### config.mk
export PLATFORM = sky130hd
export DESIGN_NAME = phase_bit_record_parser_unit
export DESIGN_NICKNAME = d
export VERILOG_FILES = /design/src/hw/rtl/pbrp_pkg.sv /design/src/hw/rtl/pbrp_datapath.sv /design/src/hw/rtl/pbrp_ctrl.sv /design/src/hw/rtl/phase_bit_record_parser_unit.sv
export VERILOG_INCLUDE_DIRS = /design/src /design/src/hw/rtl
export SDC_FILE = /design/constraint.sdc
export NUM_CORES = 1
export LEC_CHECK = 0
export BUFFER_PORTS_ARGS = -buffer_cell sky130_fd_sc_hd__buf_4
export CORE_MARGIN = 8
export CORE_UTILIZATION = 60
export CTS_BUF_LIST = sky130_fd_sc_hd__clkbuf_4 sky130_fd_sc_hd__clkbuf_8 sky130_fd_sc_hd__clkbuf_16
export CTS_CLUSTER_DIAMETER = 120
export DETAILED_ROUTE_END_ITERATION = 12
export HOLD_SLACK_MARGIN = 0.12
export PLACE_DENSITY = 0.77
export SLEW_MARGIN = 0
export SYNTH_ARGS = -nofsm -noshare
export SYNTH_HDL_FRONTEND = slang
export SYNTH_SLANG_ARGS = --single-unit
### constraint.sdc
create_clock -name clk -period 3.44 [get_ports clk]
set_input_delay 0.172 -clock clk [delete_from_list [all_inputs] [get_ports clk]]
set_output_delay 0.172 -clock clk [all_outputs]
set_load 0.01 [all_outputs]
### src/hw/rtl/phase_bit_record_parser_unit_assert.svh
// Assertion macros for the record parser.
// Included by the controller and the datapath; needs nothing else.
`ifndef PHASE_BIT_RECORD_PARSER_UNIT_ASSERT_SVH
`define PHASE_BIT_RECORD_PARSER_UNIT_ASSERT_SVH

// Same-cycle implication under a synchronous active-low reset.
`define PBRP_ASSERT_IMP(lbl, clk_s, rstn_s, ante, cons, msg) \
  lbl: assert property (@(posedge clk_s) disable iff (!rstn_s) (ante) |-> (cons)) \
    else $error(msg);

// Next-cycle implication under a synchronous active-low reset.
`define PBRP_ASSERT_NXT(lbl, clk_s, rstn_s, ante, cons, msg) \
  lbl: assert property (@(posedge clk_s) disable iff (!rstn_s) (ante) |=> (cons)) \
    else $error(msg);

`endif

### src/hw/rtl/pbrp_pkg.sv
// Shared constants and controller/datapath interface types for the record parser.
// No dependencies.
package pbrp_pkg;

  localparam int MAX_RECORD_BYTES = 32;
  localparam int ROWS             = MAX_RECORD_BYTES / 2;
  localparam int ROW_W            = $clog2(ROWS);
  localparam int CNT_W            = 6;
  localparam int WORD_CAP         = (ROWS > 16) ? 16 : ROWS;
  localparam int IDX_W            = 4;

  localparam int BYTE_W  = 8;
  localparam int DATA_W  = 7;
  localparam int PHASE_BIT = 7;
  localparam int VALUE_W = 16;

  localparam int CFG_W    = 5;
  localparam int CFG_IDX_W = 1;
  localparam logic [CFG_IDX_W-1:0] REG_WORDS  = 1'd0;
  localparam logic [CFG_IDX_W-1:0] REG_ENABLE = 1'd1;
  localparam logic [CFG_W-1:0]     WORDS_RESET = 5'd6;

  typedef struct packed {
    logic take;
    logic advance;
  } cmd_t;

  typedef struct packed {
    logic rec_done;
    logic last;
  } sts_t;

endpackage

### src/hw/rtl/pbrp_datapath.sv
// Datapath: config registers, byte counter, two-bank record store, word decode.
// Depends on pbrp_pkg and phase_bit_record_parser_unit_assert.svh.
`include "phase_bit_record_parser_unit_assert.svh"
module pbrp_datapath (
  input  logic                           clk,
  input  logic                           rst_n,
  input  logic                           cfg_we,
  input  logic [pbrp_pkg::CFG_IDX_W-1:0] cfg_index,
  input  logic [pbrp_pkg::CFG_W-1:0]     cfg_wdata,
  input  logic [pbrp_pkg::BYTE_W-1:0]    in_rx_byte,
  input  pbrp_pkg::cmd_t                 cmd,
  output pbrp_pkg::sts_t                 sts,
  output logic [pbrp_pkg::VALUE_W-1:0]   out_word_value,
  output logic [pbrp_pkg::IDX_W-1:0]     out_word_index,
  output logic                           out_last_word
);

  logic [pbrp_pkg::CFG_W-1:0]  words_r;
  logic                        en_r;
  logic [pbrp_pkg::CNT_W-1:0]  count_r, count_nxt;
  logic                        in_rec_r, in_rec_nxt;
  logic [pbrp_pkg::IDX_W-1:0]  k_r, k_nxt;
  logic [pbrp_pkg::IDX_W-1:0]  last_r, last_nxt;
  logic [pbrp_pkg::DATA_W-1:0] even_mem [pbrp_pkg::ROWS];
  logic [pbrp_pkg::DATA_W-1:0] odd_mem  [pbrp_pkg::ROWS];
  logic [pbrp_pkg::DATA_W-1:0] lo_r, hi_r;

  logic                          phase;
  logic                          live;
  logic                          wr_en;
  logic [pbrp_pkg::ROW_W:0]      wr_addr;
  logic [pbrp_pkg::IDX_W-1:0]    eff_last;
  logic [pbrp_pkg::CNT_W-1:0]    nbytes;
  logic [pbrp_pkg::CNT_W-1:0]    count_inc;
  logic [pbrp_pkg::ROW_W-1:0]    rd_addr;
  logic [pbrp_pkg::IDX_W-1:0]    k_inc;

  always_ff @(posedge clk) begin
    if (!rst_n) begin
      words_r <= pbrp_pkg::WORDS_RESET;
      en_r    <= 1'b1;
    end else if (cfg_we) begin
      case (cfg_index)
        pbrp_pkg::REG_WORDS:  words_r <= cfg_wdata;
        pbrp_pkg::REG_ENABLE: en_r    <= cfg_wdata[0];
        default: ;
      endcase
    end
  end

  always_comb begin
    if (words_r == '0) begin
      eff_last = '0;
    end else if (words_r > pbrp_pkg::CFG_W'(pbrp_pkg::WORD_CAP)) begin
      eff_last = pbrp_pkg::IDX_W'(pbrp_pkg::WORD_CAP - 1);
    end else begin
      eff_last = pbrp_pkg::IDX_W'(words_r - 5'd1);
    end
  end

  assign nbytes    = (pbrp_pkg::CNT_W'(eff_last) + 6'd1) << 1;
  assign count_inc = count_r + 6'd1;
  assign phase     = in_rx_byte[pbrp_pkg::PHASE_BIT];
  assign live      = cmd.take && en_r;
  assign wr_en     = live && (phase || in_rec_r);
  assign wr_addr   = phase ? '0 : count_r[pbrp_pkg::ROW_W:0];

  assign sts.rec_done = live && !phase && in_rec_r && (count_inc >= nbytes);
  assign sts.last     = (k_r == last_r);

  always_comb begin
    count_nxt  = count_r;
    in_rec_nxt = in_rec_r;
    last_nxt   = last_r;
    if (live && phase) begin
      count_nxt  = 6'd1;
      in_rec_nxt = 1'b1;
    end else if (sts.rec_done) begin
      count_nxt  = '0;
      in_rec_nxt = 1'b0;
      last_nxt   = eff_last;
    end else if (live && in_rec_r) begin
      count_nxt = count_inc;
    end
  end

  assign k_inc = k_r + 4'd1;

  always_comb begin
    k_nxt = k_r;
    if (sts.rec_done) begin
      k_nxt = '0;
    end else if (cmd.advance) begin
      k_nxt = sts.last ? '0 : k_inc;
    end
  end

  assign rd_addr = cmd.advance ? k_inc[pbrp_pkg::ROW_W-1:0] : k_r[pbrp_pkg::ROW_W-1:0];

  always_ff @(posedge clk) begin
    if (!rst_n) begin
      count_r  <= '0;
      in_rec_r <= 1'b0;
      k_r      <= '0;
      last_r   <= '0;
    end else begin
      count_r  <= count_nxt;
      in_rec_r <= in_rec_nxt;
      k_r      <= k_nxt;
      last_r   <= last_nxt;
    end
  end

  always_ff @(posedge clk) begin
    if (wr_en && !wr_addr[0]) begin
      even_mem[wr_addr[pbrp_pkg::ROW_W:1]] <= in_rx_byte[pbrp_pkg::DATA_W-1:0];
    end
    if (wr_en && wr_addr[0]) begin
      odd_mem[wr_addr[pbrp_pkg::ROW_W:1]] <= in_rx_byte[pbrp_pkg::DATA_W-1:0];
    end
    lo_r <= even_mem[rd_addr];
    hi_r <= odd_mem[rd_addr];
  end

  assign out_word_value = {hi_r, 9'b0} + {7'b0, lo_r, 2'b0};
  assign out_word_index = k_r;
  assign out_last_word  = sts.last;

  `PBRP_ASSERT_IMP(a_count_range, clk, rst_n, 1'b1,
                   count_r < pbrp_pkg::CNT_W'(pbrp_pkg::MAX_RECORD_BYTES),
                   "byte count left the store range")
  `PBRP_ASSERT_NXT(a_done_clears, clk, rst_n, sts.rec_done,
                   count_r == '0 && !in_rec_r && k_r == '0,
                   "record end did not clear collection state")

endmodule

### src/hw/rtl/pbrp_ctrl.sv
// Controller: collect / read / emit sequencing and channel handshakes.
// Depends on pbrp_pkg and phase_bit_record_parser_unit_assert.svh.
`include "phase_bit_record_parser_unit_assert.svh"
module pbrp_ctrl (
  input  logic           clk,
  input  logic           rst_n,
  input  logic           in_valid,
  output logic           in_ready,
  output logic           out_valid,
  input  logic           out_ready,
  input  pbrp_pkg::sts_t sts,
  output pbrp_pkg::cmd_t cmd
);

  localparam logic [1:0] ST_COLLECT = 2'd0;
  localparam logic [1:0] ST_READ    = 2'd1;
  localparam logic [1:0] ST_EMIT    = 2'd2;

  logic [1:0] state_r, state_nxt;

  assign in_ready    = (state_r == ST_COLLECT);
  assign out_valid   = (state_r == ST_EMIT);
  assign cmd.take    = in_valid && in_ready;
  assign cmd.advance = out_valid && out_ready;

  always_comb begin
    state_nxt = state_r;
    case (state_r)
      ST_COLLECT: if (sts.rec_done) state_nxt = ST_READ;
      ST_READ:    state_nxt = ST_EMIT;
      ST_EMIT:    if (cmd.advance && sts.last) state_nxt = ST_COLLECT;
      default:    state_nxt = ST_COLLECT;
    endcase
  end

  always_ff @(posedge clk) begin
    if (!rst_n) begin
      state_r <= ST_COLLECT;
    end else begin
      state_r <= state_nxt;
    end
  end

  `PBRP_ASSERT_IMP(a_no_overlap, clk, rst_n, out_valid, !in_ready,
                   "input taken during word emission")
  `PBRP_ASSERT_NXT(a_done_to_emit, clk, rst_n, sts.rec_done,
                   state_r == ST_READ ##1 out_valid,
                   "record end not followed by emission")

endmodule

### src/hw/rtl/phase_bit_record_parser_unit.sv
// Record parser top: one byte per cycle while collecting; on the record's last
// byte, a read state loads the first word before emission, then one word per cycle as taken.
// A record of N words takes 2N input bytes; input waits during emission.
// rst_n is synchronous, active low: 6 words per record, parsing on, waiting for a phase byte.
// Record store contents are not reset.
module phase_bit_record_parser_unit (
  input  logic                           clk,
  input  logic                           rst_n,
  input  logic                           cfg_we,
  input  logic [pbrp_pkg::CFG_IDX_W-1:0] cfg_index,
  input  logic [pbrp_pkg::CFG_W-1:0]     cfg_wdata,
  input  logic                           in_valid,
  output logic                           in_ready,
  input  logic [pbrp_pkg::BYTE_W-1:0]    in_rx_byte,
  output logic                           out_valid,
  input  logic                           out_ready,
  output logic [pbrp_pkg::VALUE_W-1:0]   out_word_value,
  output logic [pbrp_pkg::IDX_W-1:0]     out_word_index,
  output logic                           out_last_word
);

  pbrp_pkg::cmd_t cmd;
  pbrp_pkg::sts_t sts;

  pbrp_ctrl u_ctrl (
    .clk       (clk),
    .rst_n     (rst_n),
    .in_valid  (in_valid),
    .in_ready  (in_ready),
    .out_valid (out_valid),
    .out_ready (out_ready),
    .sts       (sts),
    .cmd       (cmd)
  );

  pbrp_datapath u_dp (
    .clk            (clk),
    .rst_n          (rst_n),
    .cfg_we         (cfg_we),
    .cfg_index      (cfg_index),
    .cfg_wdata      (cfg_wdata),
    .in_rx_byte     (in_rx_byte),
    .cmd            (cmd),
    .sts            (sts),
    .out_word_value (out_word_value),
    .out_word_index (out_word_index),
    .out_last_word  (out_last_word)
  );

endmodule
==> run metrics, run 1 <==
outcome finished clean; pre-CTS setup slack 0.0700 ns; Via density 6.78; Worst Tran Pin Value 0.951 ns; max-cap violation count 0; WL/cell 23.9 microns; DRT Pass-1 Iters 5; H-tree Lvls 1; IO Pins 42; Num Clock Sinks 261; Critical Path RT 3.83 ns; Longest Clk Path Bufs 3; Placer Congestion 0.854; CP dominant cell by count ha_1; CP Class reg -> reg; total wire length 31200 microns; worst vdd ir 475 uV; post-CTS setup buffers 0; Critical Path Fanout Max 11; layout cells sized above 1 0.195; CP peak stage delay 0.58 ns; ranking of synthesized cells by area edfxtp_1, mux2i_1, dfxtp_1; max-slew violations 0; mapped cell area 12400 sq um; GR Overflow Total 0; Antenna Cells 0; pwr dens 492 nW/um^2; Worst Hold Class in -> reg; Post-Syn Area per Cell 12.7 sq um; CP delay by family, top compound AO/OA/AOI/OAI gates; drt drc 0; crit path capture type flop; Final Setup Violations 0; routed vias 8859; vias in the first global route 8681; Final Instance Area 14300 sq um; Die X 160 microns; GRT Overall Usage 0.237; nets@finish 1043; slew margin rel. 0.366; placed cell area 13000 sq um; chip height 160 microns; Synth top area share 0.541; leading area contributor after synthesis edfxtp_1; Finished Layout Cells 1307; initial core utilization 0.612; ys flop type edfxtp_1; IO Port Bufs 39; final worst slack 0.369 ns; crit path DAT 3.46 ns; initial DRC count 793; area grow syn2layout 14.8%; Hold WS 0.196 ns; fill count 1396; Clock Latency Late Sink 0.54 ns; Hold Fails Final Rpt 0; placed instance count 1232; Post-synth ARST share 0; Routed Antenna Nets 0; RSZ-0062 raised after global routing no; Core ar. 20300 sq um; Final Cycle Share 0.893; slowest CP cell o21ai_1; Site Rows 52; number of synthesized flops with an enable pin 224; half-perimeter wire length after placement 18800 microns; Clock Pin Slew Worst Setup and Hold Paths 0.06 ns; Leak 0.00478 uW; Worst Setup Start Kind flop; min cycle time layout 3.07 ns; unique cell type count in the Yosys netlist 61; CTS tree done; largest net degree at the start of global routing 87; CTS root buffer clkbuf_16; Max Clk Rate 0.326 GHz; crit path cell chain inv_1 -> ha_1 -> nor3b_1 -> nor2_1 -> o21a_1 -> ha_1 -> xnor2_1 -> ha_1 -> nand3_1 -> o21a_1 -> o21ai_1 -> o22ai_1; antenna violations before repair 0; Gate Count Post-Synth 975; setup tns final 0 ns; total CTS buffers 28; worst path bufs/invs 1; DIE AREA 25600 sq um; first-pass GRT wire length 48100 microns; Yosys reg bits 261; clk_skew 0.0172 ns; Synth warnings 0; post-synthesis sequential area ratio 0.601
## area by class of cell
| class | instances | area, sq um | area share |
|---|---|---|---|
| multi-input cells | 606 | 4530 | 0.318 |
| repair buffers | 90 | 758 | 0.0531 |
| clock inverters | 15 | 250 | 0.0175 |
| flip-flops and latches | 261 | 7470 | 0.524 |
| well taps | 270 | 338 | 0.0237 |
| clock buffers | 37 | 811 | 0.0568 |
| inverters | 28 | 105 | 0.00737 |
## placed cells by master, fill, tap and decap left out, types with 3 or more instances in the layout
cell type	n
a2111oi_0	13
a211oi_1	4
a21oi_1	13
a2bb2oi_1	13
buf_4	65
bufinv_16	7
clkbuf_16	29
clkbuf_4	4
clkbuf_8	4
clkinv_1	4
clkinv_2	5
dfxtp_1	35
dlygate4sd3_1	23
edfxtp_1	224
ha_1	8
inv_1	26
mux2_2	15
mux2i_1	107
nand2_1	27
nand2b_1	7
nand3_1	14
nand4_1	15
nor2_1	85
nor3_1	42
nor3b_1	3
o211ai_1	17
o21a_1	3
o21ai_0	32
o221a_2	52
o221ai_1	28
o22ai_1	27
o32ai_1	13
or3b_2	3
or4_1	14
xnor2_1	7
xor2_1	7
## cell usage after synthesis, drive strengths merged (9+ instances only)
master,n
buf,34
o21ai,34
a2111oi,13
nor3,42
o32ai,14
nand3,14
inv,26
o221a,52
or4,14
o211ai,18
ha,9
o22ai,27
nor2,85
edfxtp,224
o221ai,28
clkbuf,47
dfxtp,37
mux2i,107
nand4,15
mux2,15
a21oi,13
a2bb2oi,14
nand2,28
## flip-flops by register name (all words and copies together), names as in the netlist
signal and cells:
u_dp.out_word_index 4, u_dp.lo_r 7, u_dp.in_rec_r 1, u_dp.last_r 4, u_dp.en_r 1, u_dp.even_mem 112, u_ctrl.state_r 2, u_dp.count_r 6
u_dp.words_r 5, u_dp.hi_r 7, u_dp.odd_mem 112
## layer usage
metal / GRT usage / share of wire
met2: 0.403 / 0.49
met4: 0.0930 / 0.039
met5: 0 / 0
met1: 0.301 / 0.39
met3: 0.0347 / 0.077
## repair_timing
action | CTS | global route
setup endpoints to repair | 0 | 11
resized for setup | 0 | 1
hold buffers | 23 | 0
hold endpoints to repair | 237 | 0
## through the flow
stage,util,total power (uW)
5_1_grt,0.703,7190
3_3_place_gp,0.639,3700
3_5_place_dp,0.639,3700
4_1_cts,0.703,7040
6_report,0.703,7020
2_1_floorplan,-,3610
## worst paths after layout
path	cells after the start	endpoint	slack, ns	start
worst min-delay path	5	u_dp.count_r[0]	0.20	in_valid
worst min register to register	2	u_dp.in_rec_r	0.48	u_dp.in_rec_r
worst max register to register	12	u_dp.count_r[0]	0.37	u_dp.words_r[1]
worst max-delay path	12	u_dp.count_r[0]	0.37	u_dp.words_r[1]
## worst min-delay path, cell delays in order
cell and delay [ns]:
buf_4 0.09, nand4_1 0.08, buf_4 0.18, nand3_1 0.08, o22ai_1 0.07
## cells by family (layout without fill, tap and decap cells)
group / Yosys count / in the layout / synth area share
flip-flops: 261 / 261 / 0.601
AO/OA/AOI/OAI: 231 / 231 / 0.151
AND/OR/NAND/NOR: 227 / 227 / 0.0900
multiplexers: 123 / 123 / 0.102
buffers and inverters: 109 / 170 / 0.0369
XOR/XNOR: 14 / 14 / 0.00987
adder cells (fa/ha/maj): 9 / 9 / 0.00906
other: 1 / 2 / 0.000302
## where the power goes
group | internal, uW | switching [uW] | leakage [uW]
Clock | 2170 | 1190 | 0.000526
Sequential | 3450 | 11.8 | 0.00232
Combinational | 78.4 | 123 | 0.00193
Total | 5700 | 1320 | 0.00478
Power figures use the tool's default switching activity.
==> run 2, diff against run 1 <==
--- a/config.mk
+++ b/config.mk
@@ -14,6 +14,7 @@
 export DETAILED_ROUTE_END_ITERATION = 12
 export HOLD_SLACK_MARGIN = 0.12
 export PLACE_DENSITY = 0.77
+export RECOVER_POWER = 25
 export SLEW_MARGIN = 0
 export SYNTH_ARGS = -nofsm -noshare
 export SYNTH_HDL_FRONTEND = slang
==> run metrics, run 2 (synthesis gave the netlist of run 1 again) <==
CP dominant cell by count ha_1 (unchanged); chip height 160 microns (unchanged); clk_skew 0.0174 ns (was 0.0172 ns); Antenna Cells 0 (unchanged); Critical Path RT 3.83 ns (about the same); half-perimeter wire length after placement 18800 microns (unchanged); pwr dens 493 nW/um^2 (was 492 nW/um^2); crit path DAT 3.46 ns (about the same); Via density 6.80 (was 6.78); max-cap violation count 6 (was 0); CP delay by family, top compound AO/OA/AOI/OAI gates (unchanged); RSZ-0062 raised after global routing no (unchanged); Placer Congestion 0.854 (unchanged); layout cells sized above 1 0.189 (was 0.195); routed vias 8883 (was 8859); Worst Setup Start Kind flop (unchanged); Routed Antenna Nets 0 (unchanged); post-CTS setup buffers 0 (unchanged); Layout Utilization 0.702 (was 0.703); Critical Path Fanout Max 11 (unchanged); fill count 1400 (was 1396); outcome finished, violations left (was finished clean); vias in the first global route 8681 (unchanged); Leak 0.00476 uW (was 0.00478 uW); Hold Fails Final Rpt 0 (unchanged); GRT Overall Usage 0.237 (unchanged); area grow syn2layout 14.6% (was 14.8%); IO Port Bufs 39 (unchanged); setup tns final 0 ns (unchanged); CP Class reg -> reg (unchanged); CP peak stage delay 0.58 ns (about the same); Worst Hold Class in -> reg (unchanged); CTS tree done (unchanged); Worst Tran Pin Value 1.71 ns (was 0.951 ns); commonest non-fill, non-tap cell in the layout edfxtp_1 (unchanged); min cycle time layout 3.07 ns (about the same); Max Clk Rate 0.326 GHz (about the same); initial core utilization 0.612 (unchanged); antenna violations before repair 0 (unchanged); DRT Pass-1 Iters 5 (unchanged); total CTS buffers 28 (unchanged); Num Clock Sinks 261 (unchanged); failing checks max-capacitance violations, max-slew violations; worst vdd ir 475 uV (about the same); WL/cell 23.9 microns (about the same); total wire length 31200 microns (about the same); first-pass GRT wire length 48100 microns (unchanged); crit path capture type flop (unchanged); DIE AREA 25600 sq um (unchanged); Final Setup Violations 0 (unchanged); area of the multi-input gates 4530 sq um (unchanged); drt drc 0 (unchanged); H-tree Lvls 1 (unchanged); Core ar. 20300 sq um (unchanged); worst path bufs/invs 1 (unchanged); register area 7470 sq um (unchanged); Die X 160 microns (unchanged); GR Overflow Total 0 (unchanged); Site Rows 52 (unchanged); slowest CP cell o21ai_1 (unchanged); nets@finish 1043 (unchanged); max-slew violations 198 (was 0); crit path cell chain inv_1 -> ha_1 -> nor3b_1 -> nor2_1 -> o21a_1 -> ha_1 -> xnor2_1 -> ha_1 -> nand3_1 -> o21a_1 -> o21ai_1 -> o22ai_1 (unchanged); slew margin rel. -0.138 (was 0.366); largest net degree at the start of global routing 87 (unchanged); initial DRC count 846 (was 793); Clock Pin Slew Worst Setup and Hold Paths 0.06 ns (about the same); most frequent cells in the layout edfxtp_1, mux2i_1, nor2_1, buf_4, o221a_2 (unchanged); IO Pins 42 (unchanged); CTS root buffer clkbuf_16 (unchanged); Final Cycle Share 0.893 (about the same); Longest Clk Path Bufs 3 (unchanged); Clock Latency Late Sink 0.54 ns (about the same)
-- run 2: cell types whose count changed in the layout (fill, tap and decap cells not counted) --
cell / change
buf_4: -6
clkbuf_1: +6
-- run 2: what timing repair did --
action | in CTS | in global routing
endpoints found under the hold margin | 237 | 0
endpoints found under the setup margin | 0 | 11
gates resized for setup | 0 | 1
hold buffers | 23 | 0
-- run 2: through the flow --
stage	instances	hold slack [ns]	instance area [sq um]	power, uW	worst slack (ns)
after global placement	1232	0.396	13000	3700	0.196
after floorplan	976	0.234	12400	3610	0.845
after global routing	1307	0.225	14200	7190	0.00817
after CTS	1307	0.183	14300	7040	0.0375
after detailed placement	1232	0.394	13000	3700	0.0700
final	1307	0.198	14200	7020	0.369
-- run 2: path summary, 6_finish.rpt --
kind              cells past startpoint  slack [ns]            start         endpoint
setup / recovery                     12        0.37  u_dp.words_r[1]  u_dp.count_r[0]
hold / removal                        5        0.20         in_valid  u_dp.count_r[0]
setup reg to reg                     12        0.37  u_dp.words_r[1]  u_dp.count_r[0]
hold reg to reg                       2        0.48    u_dp.in_rec_r    u_dp.in_rec_r
-- run 2: worst min-delay path, stage by stage --
cell,delay (ns)
buf_4,0.09
nand4_1,0.08
buf_4,0.18
nand3_1,0.08
o22ai_1,0.07
-- run 2: per-layer routing --
metal  vias to the layer above  part of all wire  track usage
li1                       3958                 -            -
met1                      4368              0.38        0.301
met2                       476              0.49        0.403
met3                        81             0.087       0.0347
met4                         0             0.037       0.0930
met5                         -                 0            0
-- run 2: final cells by class --
type	count	share of cell area
sequential	261	0.525
clock buffer	37	0.0569
tap	270	0.0237
inverter	28	0.00738
clock inverter	15	0.0176
timing repair buffer	90	0.0516
multi-input combinational	606	0.318
-- run 2: where the power goes --
group | switching, uW | internal, uW | total, uW
clock network | 1180 | 2170 | 3360
logic | 123 | 75.2 | 198
registers | 11.8 | 3450 | 3460
total | 1320 | 5700 | 7020
